[config.mk]
export PLATFORM = sky130hd
export DESIGN_NAME = overdue_priority_task_scheduler
export DESIGN_NICKNAME = d
export VERILOG_FILES = /design/src/opts_pkg.sv /design/src/opts_ctrl.sv /design/src/opts_datapath.sv /design/src/overdue_priority_task_scheduler.sv
export VERILOG_INCLUDE_DIRS = /design/src /design/src/src
export SDC_FILE = /design/constraint.sdc
export NUM_CORES = 1
export LEC_CHECK = 0
export BUFFER_PORTS_ARGS = -buffer_cell sky130_fd_sc_hd__buf_2
export CAP_MARGIN = 30
export CORE_UTILIZATION = 62
export DETAILED_ROUTE_END_ITERATION = 16
export GPL_ROUTABILITY_DRIVEN = 0
export PLACE_DENSITY = 0.8
export RECOVER_POWER = 25
export SKIP_CTS_REPAIR_TIMING = 1
export SLEW_MARGIN = 20
export SYNTH_ARGS = -nofsm -noshare
export SYNTH_HDL_FRONTEND = slang
export SYNTH_SLANG_ARGS = --single-unit
[constraint.sdc]
create_clock -name clk -period 7.25 [get_ports clk]
set_clock_uncertainty 0.05 [all_clocks]
set_input_delay 0 -clock clk [delete_from_list [all_inputs] [get_ports clk]]
set_output_delay 0 -clock clk [all_outputs]
set_load 0.01 [all_outputs]
[src/overdue_priority_task_scheduler_assert.svh]
// ----------------------------------------------------------------------------
// Assertion macros for the overdue priority task scheduler
// Shared concurrent assertion forms, clocked and reset-qualified.
// ----------------------------------------------------------------------------
`ifndef OVERDUE_PRIORITY_TASK_SCHEDULER_ASSERT_SVH
`define OVERDUE_PRIORITY_TASK_SCHEDULER_ASSERT_SVH

// same-cycle implication
`define OPTS_ASSERT_NOW(label, clk, rst_n, cond, expect_now, msg) \
	label: assert property (@(posedge clk) disable iff (!rst_n) \
		(cond) |-> (expect_now)) else $error(msg);

// next-cycle implication
`define OPTS_ASSERT_NEXT(label, clk, rst_n, cond, expect_next, msg) \
	label: assert property (@(posedge clk) disable iff (!rst_n) \
		(cond) |=> (expect_next)) else $error(msg);

`endif

[src/opts_pkg.sv]
// ----------------------------------------------------------------------------
// opts_pkg
// Types and constants shared by the task scheduler controller and datapath.
// ----------------------------------------------------------------------------
`timescale 1ns / 1ps
`default_nettype none

package opts_pkg;

	localparam int DEF_MAX_TASKS = 8;

	localparam int CFG_IDX_W = 2;
	localparam int CFG_DATA_W = 16;

	// register indexes
	localparam logic [CFG_IDX_W-1:0] CFG_PERIODIC_COUNT = 2'd0;
	localparam logic [CFG_IDX_W-1:0] CFG_IDLE_COUNT = 2'd1;
	localparam logic [CFG_IDX_W-1:0] CFG_OVERFLOW_LIMIT = 2'd2;

	// item kinds
	localparam logic KIND_SCHEDULE = 1'b0;
	localparam logic KIND_LOAD = 1'b1;

	// grant kinds
	localparam logic [1:0] GRANT_NONE = 2'd0;
	localparam logic [1:0] GRANT_PERIODIC = 2'd1;
	localparam logic [1:0] GRANT_IDLE = 2'd2;

	typedef struct packed {
		logic        kind;
		logic [31:0] tick_now;
		logic        abort_request;
		logic        abort_exception;
		logic [2:0]  task_slot;
		logic [15:0] task_period;
		logic [7:0]  task_priority;
	} in_item_t;

	typedef struct packed {
		logic [1:0] grant_kind;
		logic [2:0] granted_index;
		logic       overflow_fault;
		logic       abort_honored_now;
	} out_item_t;

	typedef struct packed {
		logic capture;
		logic load_wr;
		logic scan_rd;
		logic finish;
	} cmd_t;

	typedef struct packed {
		logic is_load;
		logic skip_scan;
		logic scan_last;
		logic out_free;
	} status_t;

endpackage

`default_nettype wire

[src/opts_ctrl.sv]
// ----------------------------------------------------------------------------
// opts_ctrl
// Sequencer: takes one item, loads or scans as needed, hands off the result.
// ----------------------------------------------------------------------------
`timescale 1ns / 1ps
`default_nettype none

module opts_ctrl (
	input  wire logic             clk,
	input  wire logic             arst_n,
	input  wire logic             in_valid,
	output logic                  in_stall,
	input  wire opts_pkg::status_t status,
	output opts_pkg::cmd_t        cmd
);

	localparam logic [2:0] ST_IDLE  = 3'd0;
	localparam logic [2:0] ST_CHECK = 3'd1;
	localparam logic [2:0] ST_SCAN  = 3'd2;
	localparam logic [2:0] ST_DRAIN = 3'd3;
	localparam logic [2:0] ST_FIN   = 3'd4;

	logic [2:0] state_q;
	logic [2:0] state_nxt;

	always_comb begin
		cmd = '0;
		in_stall = 1'b1;
		state_nxt = state_q;
		case (state_q)
			ST_IDLE: begin
				in_stall = 1'b0;
				if (in_valid) begin
					cmd.capture = 1'b1;
					state_nxt = ST_CHECK;
				end
			end
			ST_CHECK: begin
				if (status.is_load) begin
					cmd.load_wr = 1'b1;
					state_nxt = ST_FIN;
				end else if (status.skip_scan) begin
					state_nxt = ST_FIN;
				end else begin
					state_nxt = ST_SCAN;
				end
			end
			ST_SCAN: begin
				cmd.scan_rd = 1'b1;
				if (status.scan_last) begin
					state_nxt = ST_DRAIN;
				end
			end
			// last read entry is scored here
			ST_DRAIN: begin
				state_nxt = ST_FIN;
			end
			ST_FIN: begin
				if (status.out_free) begin
					cmd.finish = 1'b1;
					state_nxt = ST_IDLE;
				end
			end
			default: begin
				state_nxt = ST_IDLE;
			end
		endcase
	end

	always_ff @(posedge clk or negedge arst_n) begin
		if (!arst_n) begin
			state_q <= ST_IDLE;
		end else begin
			state_q <= state_nxt;
		end
	end

endmodule

`default_nettype wire

[src/opts_datapath.sv]
// ----------------------------------------------------------------------------
// opts_datapath
// Task tables, configuration registers, score scan and result register.
// ----------------------------------------------------------------------------
`timescale 1ns / 1ps
`default_nettype none

module opts_datapath #(
	parameter int MAX_TASKS = opts_pkg::DEF_MAX_TASKS
) (
	input  wire logic                              clk,
	input  wire logic                              arst_n,
	input  wire opts_pkg::in_item_t                in_data,
	input  wire logic                              cfg_we,
	input  wire logic [opts_pkg::CFG_IDX_W-1:0]    cfg_index,
	input  wire logic [opts_pkg::CFG_DATA_W-1:0]   cfg_data,
	input  wire opts_pkg::cmd_t                    cmd,
	output opts_pkg::status_t                      status,
	output logic                                   out_valid,
	input  wire logic                              out_stall,
	output opts_pkg::out_item_t                    out_data
);

	localparam int AW = (MAX_TASKS > 1) ? $clog2(MAX_TASKS) : 1;

	// configuration
	logic [3:0]  per_cnt_q;
	logic [3:0]  idle_cnt_q;
	logic [15:0] limit_q;

	always_ff @(posedge clk or negedge arst_n) begin
		if (!arst_n) begin
			per_cnt_q <= '0;
			idle_cnt_q <= '0;
			limit_q <= 16'hFFFF;
		end else if (cfg_we) begin
			case (cfg_index)
				opts_pkg::CFG_PERIODIC_COUNT: per_cnt_q <= cfg_data[3:0];
				opts_pkg::CFG_IDLE_COUNT:     idle_cnt_q <= cfg_data[3:0];
				opts_pkg::CFG_OVERFLOW_LIMIT: limit_q <= cfg_data;
				default: begin
				end
			endcase
		end
	end

	logic [3:0] n_cnt;
	logic [3:0] m_cnt;

	assign n_cnt = (32'(per_cnt_q) > MAX_TASKS) ? 4'(MAX_TASKS) : per_cnt_q;
	assign m_cnt = (32'(idle_cnt_q) > MAX_TASKS) ? 4'(MAX_TASKS) : idle_cnt_q;

	// captured item
	opts_pkg::in_item_t item_q;

	always_ff @(posedge clk) begin
		if (cmd.capture) begin
			item_q <= in_data;
		end
	end

	logic          is_load;
	logic          abort_mode;
	logic          slot_ok;
	logic [AW-1:0] load_addr;

	assign is_load = (item_q.kind == opts_pkg::KIND_LOAD);
	assign abort_mode = item_q.abort_request & item_q.abort_exception;
	assign slot_ok = (32'(item_q.task_slot) < MAX_TASKS);
	assign load_addr = AW'(item_q.task_slot);

	// scan state
	logic [AW-1:0] scan_idx_q;
	logic          found_q;
	logic [16:0]   best_q;
	logic [AW-1:0] best_idx_q;
	logic          fault_q;

	// task tables; an entry never written reads as zero
	logic [31:0]          last_mem [MAX_TASKS];
	logic [23:0]          pp_mem [MAX_TASKS];
	logic [MAX_TASKS-1:0] last_vld_q;
	logic [MAX_TASKS-1:0] pp_vld_q;

	logic          last_we;
	logic [AW-1:0] last_wa;
	logic          pp_we;

	assign pp_we = cmd.load_wr && slot_ok;
	assign last_we = pp_we || (cmd.finish && found_q);
	assign last_wa = cmd.load_wr ? load_addr : best_idx_q;

	logic [31:0]   last_rd_s1;
	logic [23:0]   pp_rd_s1;
	logic          lv_s1;
	logic          pv_s1;
	logic [AW-1:0] idx_s1;
	logic          rd_s1;

	always_ff @(posedge clk) begin
		if (last_we) begin
			last_mem[last_wa] <= item_q.tick_now;
		end
		if (pp_we) begin
			pp_mem[load_addr] <= {item_q.task_period, item_q.task_priority};
		end
		if (cmd.scan_rd) begin
			last_rd_s1 <= last_mem[scan_idx_q];
			pp_rd_s1 <= pp_mem[scan_idx_q];
			lv_s1 <= last_vld_q[scan_idx_q];
			pv_s1 <= pp_vld_q[scan_idx_q];
			idx_s1 <= scan_idx_q;
		end
	end

	always_ff @(posedge clk or negedge arst_n) begin
		if (!arst_n) begin
			last_vld_q <= '0;
			pp_vld_q <= '0;
			rd_s1 <= 1'b0;
		end else begin
			rd_s1 <= cmd.scan_rd;
			if (last_we) begin
				last_vld_q[last_wa] <= 1'b1;
			end
			if (pp_we) begin
				pp_vld_q[load_addr] <= 1'b1;
			end
		end
	end

	// score one entry
	logic [31:0] last_v;
	logic [15:0] per_v;
	logic [7:0]  pri_v;
	logic [31:0] elapsed;
	logic [15:0] lo;
	logic        overdue;
	logic [16:0] score;
	logic        ovf;
	logic        take;

	always_comb begin
		last_v = lv_s1 ? last_rd_s1 : '0;
		per_v = pv_s1 ? pp_rd_s1[23:8] : '0;
		pri_v = pv_s1 ? pp_rd_s1[7:0] : '0;
		elapsed = item_q.tick_now - last_v;
		lo = elapsed[15:0];
		overdue = lo > per_v;
		score = 17'(lo) - 17'(per_v) + 17'(pri_v);
		ovf = (|elapsed[31:16]) || (lo > limit_q);
		take = overdue && (!found_q || (score > best_q));
	end

	always_ff @(posedge clk or negedge arst_n) begin
		if (!arst_n) begin
			scan_idx_q <= '0;
			found_q <= 1'b0;
			best_q <= '0;
			best_idx_q <= '0;
			fault_q <= 1'b0;
		end else if (cmd.capture) begin
			scan_idx_q <= '0;
			found_q <= 1'b0;
			fault_q <= 1'b0;
		end else begin
			if (cmd.scan_rd) begin
				scan_idx_q <= scan_idx_q + AW'(1);
			end
			if (rd_s1) begin
				if (ovf) begin
					fault_q <= 1'b1;
				end
				if (take) begin
					found_q <= 1'b1;
					best_q <= score;
					best_idx_q <= idx_s1;
				end
			end
		end
	end

	// result and idle round robin
	logic [3:0]          ptr_q;
	logic                honored_q;
	logic                out_valid_q;
	opts_pkg::out_item_t out_q;

	logic [3:0]          ptr_sel;
	logic [3:0]          ptr_inc;
	logic [3:0]          ptr_nxt;
	opts_pkg::out_item_t res;
	logic                honored_now;

	always_comb begin
		ptr_sel = (ptr_q < m_cnt) ? ptr_q : '0;
		ptr_inc = ptr_sel + 4'd1;
		ptr_nxt = (ptr_inc >= m_cnt) ? '0 : ptr_inc;
		honored_now = !is_load && abort_mode && !honored_q;
		res = '0;
		if (!is_load) begin
			if (found_q) begin
				res.grant_kind = opts_pkg::GRANT_PERIODIC;
				res.granted_index = 3'(best_idx_q);
			end else if (m_cnt != 4'd0) begin
				res.grant_kind = opts_pkg::GRANT_IDLE;
				res.granted_index = 3'(ptr_sel);
			end
			res.overflow_fault = fault_q;
			res.abort_honored_now = honored_now;
		end
	end

	always_ff @(posedge clk or negedge arst_n) begin
		if (!arst_n) begin
			ptr_q <= '0;
			honored_q <= 1'b0;
			out_valid_q <= 1'b0;
		end else if (cmd.finish) begin
			out_valid_q <= 1'b1;
			if (!is_load && !found_q) begin
				ptr_q <= (m_cnt == 4'd0) ? '0 : ptr_nxt;
			end
			if (honored_now) begin
				honored_q <= 1'b1;
			end
		end else if (out_valid_q && !out_stall) begin
			out_valid_q <= 1'b0;
		end
	end

	always_ff @(posedge clk) begin
		if (cmd.finish) begin
			out_q <= res;
		end
	end

	assign out_valid = out_valid_q;
	assign out_data = out_q;

	assign status.is_load = is_load;
	assign status.skip_scan = abort_mode || (n_cnt == 4'd0);
	assign status.scan_last = ((32'(scan_idx_q) + 32'd1) == 32'(n_cnt));
	assign status.out_free = !out_valid_q || !out_stall;

endmodule

`default_nettype wire

[src/overdue_priority_task_scheduler.sv]
// Load item: the beat is checked, written to the tables, then the result registered.
// Schedule item: n table entries are scanned and scored, then the result is registered;
// n = periodic task count (clamped to MAX_TASKS); the single read port of the task tables
// scans one entry a cycle. Items in abort mode or with no periodic tasks skip the scan.
// The next item is taken the cycle after the result lands in the output register.
// Reset clears control, counts, idle pointer and abort flag; tables read as zero.
`timescale 1ns / 1ps
`default_nettype none

// ----------------------------------------------------------------------------
// overdue_priority_task_scheduler
// Grants the overdue periodic task with most lateness plus priority, else idle round robin.
// ----------------------------------------------------------------------------
`include "overdue_priority_task_scheduler_assert.svh"

module overdue_priority_task_scheduler #(
	parameter int MAX_TASKS = opts_pkg::DEF_MAX_TASKS
) (
	input  wire logic                            clk,
	input  wire logic                            arst_n,
	input  wire logic                            in_valid,
	output logic                                 in_stall,
	input  wire opts_pkg::in_item_t              in_data,
	output logic                                 out_valid,
	input  wire logic                            out_stall,
	output opts_pkg::out_item_t                  out_data,
	input  wire logic                            cfg_we,
	input  wire logic [opts_pkg::CFG_IDX_W-1:0]  cfg_index,
	input  wire logic [opts_pkg::CFG_DATA_W-1:0] cfg_data
);

	opts_pkg::cmd_t    cmd;
	opts_pkg::status_t status;

	opts_ctrl u_ctrl (
		.clk      (clk),
		.arst_n   (arst_n),
		.in_valid (in_valid),
		.in_stall (in_stall),
		.status   (status),
		.cmd      (cmd)
	);

	opts_datapath #(
		.MAX_TASKS (MAX_TASKS)
	) u_datapath (
		.clk       (clk),
		.arst_n    (arst_n),
		.in_data   (in_data),
		.cfg_we    (cfg_we),
		.cfg_index (cfg_index),
		.cfg_data  (cfg_data),
		.cmd       (cmd),
		.status    (status),
		.out_valid (out_valid),
		.out_stall (out_stall),
		.out_data  (out_data)
	);

	// a finished result never overwrites one still waiting
	`OPTS_ASSERT_NOW(a_finish_free, clk, arst_n, cmd.finish, status.out_free, "result overwritten")
	// scan stops after the last entry
	`OPTS_ASSERT_NEXT(a_scan_stop, clk, arst_n, cmd.scan_rd && status.scan_last, !cmd.scan_rd, "scan overran")
	// one item in flight
	`OPTS_ASSERT_NEXT(a_one_item, clk, arst_n, in_valid && !in_stall, in_stall, "second beat taken")

endmodule

`default_nettype wire
==> flow_summary.json <==
{
  "finalInstanceArea_mm2": 0.03272,
  "r2r_start": "u_datapath.lv_s1",
  "syn_avg_cell_area_um2": 16.91,
  "antenna_violating_nets_post_route": 0,
  "route.detailed.vias_per_inst": 6.280,
  "dpl_cell_area_mm2": 0.02961,
  "post_synth_edffs": 578,
  "netlist_area_pre_place_mm2": 0.02832,
  "crit_path_end_kind": "register",
  "floorplan.initialDensity": 0.6350,
  "syn-num-nets": 1880,
  "detail_route.first_pass.iterations": 6,
  "clockBufferDepth": 3,
  "layout-area-overhead-vs-synth_pct": 15.52,
  "final_period_minus_worst_setup_slack_ns": 6.520,
  "fin_cells": 2531,
  "r2r_slack_ns": 0.73,
  "pin_count_of_the_biggest_net_entering_global_routing": 63,
  "startpoint_of_the_most_critical_setup_path": "u_datapath.lv_s1",
  "routed_wirelength_um": 62230,
  "critical-path-slowest-cell": "sky130_fd_sc_hd__edfxtp_1",
  "final_min_period_over_clock_period": 0.8994,
  "ctsRootBufferMaster": "sky130_fd_sc_hd__clkbuf_16",
  "most-common-layout-cells": "sky130_fd_sc_hd__edfxtp_1, sky130_fd_sc_hd__mux4_2, sky130_fd_sc_hd__nand2_1",
  "setup-tns-final_ns": 0,
  "num_vias": 15900,
  "post-layout-total-power_w": 0.01398,
  "worstHoldStart": "in_data[19]",
  "global_route.usage.met1": 0.3747,
  "gr-usage-met2": 0.4297,
  "finalHoldViolations": 0,
  "clock_insertion_delay_worst_skew_ns": 0.63,
  "grt_use_total": 0.2655,
  "timing.rr.end": "u_datapath.best_q[15]",
  "whs_path_depth": 2,
  "die_y_um": 215.7,
  "timing.critical_path.buf_inv": 1,
  "globalRouteOverflowTotal": 0,
  "vdd_ir_drop_max_mv": 0.2956,
  "die_area_mm2": 0.04654,
  "core_area_mm2": 0.04461,
  "least_margin_pin_slew_ns": 1.225,
  "synth_ff_type": "sky130_fd_sc_hd__edfxtp_1",
  "post_drt_wl_per_cell_um": 24.59,
  "register_bit_total_from_synthesis": 653,
  "status": "finished, final reports clean",
  "num_io_pins": 94,
  "powerDensity_mw_per_mm2": 427.1,
  "cp_cell_sequence": "nand2_1 > ha_1 > nor2b_1 > o31a_1 > o41ai_1 > nor2_1 > nor2_1 > xnor2_1 > fa_1 > ha_1 > a21oi_1 > o21bai_1 > a21oi_1 > o21ai_0 > a211o_1 > a31oi_1 > o21bai_1 > xnor2_1 > ha_1 > nand4_1 > o2111a_1 > a2111oi_4 > buf_4 > mux2_2",
  "chip_width_um": 215.7,
  "cts.sinks": 653,
  "max_stage_delay_ns": 0.59,
  "holdPathEnd": "u_datapath.item_q[19]",
  "final.fill_count": 2556,
  "worst_path_most_repeated_cell": "sky130_fd_sc_hd__ha_1",
  "grt_busiest_layer": "met2",
  "number_of_antenna_violations_at_the_first_check_in_global_routing": 0,
  "max-slew-margin-rel": 0.1835,
  "worstSetupStartpointType": "register",
  "worst-endpoint-required_ns": 7.72,
  "clock_tree.htree_level_count": 2,
  "groute.layer.met3.usage": 0.04172,
  "placement.io_buffers": 93,
  "number_of_warnings_printed_during_yosys_synthesis": 0,
  "row_count": 77,
  "yosysUniqueCellTypes": 73,
  "ff2ff_path_depth": 24,
  "post_route_cells_drive_above_1_share": 0.2461,
  "setup-violations-final": 0,
  "fin_nets": 2096,
  "critical-path-top-delay-family": "compound AO/OA/AOI/OAI gates",
  "synth_sequential_area_ratio": 0.6798,
  "cts_made_buffers": 61,
  "fin_hold_ws_ns": 0.02817,
  "max_freq_ghz": 0.1534,
  "critPathArrivalTime_ns": 6.99,
  "hold_path.class": "input pin to register",
  "leakage_nw": 11.54,
  "grt_pass1_wl_um": 92580,
  "clock_tree_from_tritoncts": "yes",
  "post_synth_inst_count": 1675,
  "number_of_global_route_vias_before_repair": 15690,
  "ys_async_sr_fraction": 0.1149,
  "dp_hpwl_um": 35990,
  "dr.first_iter.drc_count": 1543,
  "criticalPathCategory": "register to register",
  "dp.cells": 2322,
  "rsz_0062_raised_after_global_routing": "no",
  "path_max_fanout": 33,
  "finalMaxSlewViolations": 0,
  "post-route-drc-count": 0,
  "max_cap_viol_count": 0,
  "clk_transition_reported_paths_ns": 0.06,
  "layout.cells.most_common": "sky130_fd_sc_hd__edfxtp_1"
}
==> stage by stage <==
stage	worst slack, ns	util
floorplan	1.250	-
global placement	1.105	0.6630
detailed placement	0.9052	0.6638
CTS	0.8475	0.7098
global route	0.3428	0.7335
finish	0.7296	0.7335
==> Yosys cell counts, types with 16 or more instances <==
cell / number / area (µm²)
sky130_fd_sc_hd__clkbuf_1: 41 / 153.9
sky130_fd_sc_hd__mux4_2: 116 / 2613
sky130_fd_sc_hd__nor2_1: 49 / 183.9
sky130_fd_sc_hd__inv_1: 74 / 277.8
sky130_fd_sc_hd__edfxtp_1: 578 / 17360
sky130_fd_sc_hd__nand4_1: 22 / 137.6
sky130_fd_sc_hd__o21ai_0: 45 / 225.2
sky130_fd_sc_hd__mux2_2: 89 / 1002
sky130_fd_sc_hd__nand2_1: 108 / 405.4
sky130_fd_sc_hd__ha_1: 107 / 1339
sky130_fd_sc_hd__a21o_1: 27 / 202.7
sky130_fd_sc_hd__dfstp_2: 16 / 420.4
sky130_fd_sc_hd__nand3_1: 20 / 100.1
sky130_fd_sc_hd__a21oi_1: 59 / 295.3
sky130_fd_sc_hd__or2_2: 18 / 112.6
sky130_fd_sc_hd__xnor2_1: 25 / 219.0
sky130_fd_sc_hd__dfrtp_1: 59 / 1476
==> power by group <==
part           internal [W]  switching, W  leakage (nW)
Clock               0.00192       0.00136         0.991
Combinational       0.00234       0.00312          4.45
Sequential          0.00481      0.000428          6.10
Total               0.00907       0.00491          11.5
==> worst max path at each step <==
| stage | to | cells after the start |
|---|---|---|
| 2_1_floorplan | u_datapath.best_q[12] | 25 |
| 3_3_place_gp | u_datapath.best_q[10] | 24 |
| 3_5_place_dp | u_datapath.best_q[15] | 24 |
| 4_1_cts | u_datapath.best_q[15] | 24 |
| 5_1_grt | u_datapath.best_q[15] | 24 |
| 6_report | u_datapath.best_q[15] | 24 |
==> cells by family (layout without fill, tap and decap cells) <==
kind of cell | after synthesis | count (layout) | share of synthesized area
other | 0 | 1 | 0
flip-flops | 653 | 653 | 0.6798
XOR/XNOR | 36 | 36 | 0.01113
AND/OR/NAND/NOR | 298 | 298 | 0.05208
adder cells (fa/ha/maj) | 120 | 120 | 0.05646
multiplexers | 210 | 210 | 0.1294
AO/OA/AOI/OAI | 225 | 225 | 0.05292
buffers and inverters | 133 | 396 | 0.01824
==> routing by layer <==
layer | share of wire | routed length (µm)
met3 | 0.067 | 4158
met4 | 0.027 | 1702
met1 | 0.41 | 25680
met5 | 0 | 0
met2 | 0.49 | 30690
==> registers in the layout (all words and copies together), names as in the netlist, 3 cells and up <==
register               cells
u_ctrl.state_q             3
u_datapath.best_idx_q      3
u_datapath.best_q         17
u_datapath.idle_cnt_q      4
u_datapath.idx_s1          3
u_datapath.item_q         58
u_datapath.last_mem      256
u_datapath.last_rd_s1     32
u_datapath.last_vld_q      8
u_datapath.limit_q        16
u_datapath.load_addr       3
u_datapath.out_data        7
u_datapath.per_cnt_q       4
u_datapath.pp_mem        192
u_datapath.pp_rd_s1       24
u_datapath.pp_vld_q        8
u_datapath.ptr_q           4
u_datapath.scan_idx_q      3
==> final cells by class <==
| type | instances | area [µm²] | area share |
|---|---|---|---|
| flip-flops and latches | 653 | 19260 | 0.5887 |
| well taps | 592 | 740.7 | 0.02264 |
| inverters | 74 | 277.8 | 0.008489 |
| multi-input cells | 889 | 8681 | 0.2653 |
| diodes | 1 | 2.502 | 0.00007648 |
| clock buffers | 81 | 1694 | 0.05178 |
| clock inverters | 29 | 357.8 | 0.01094 |
| repair buffers | 212 | 1704 | 0.05208 |
Note: power is estimated with default switching activity, not from simulation.
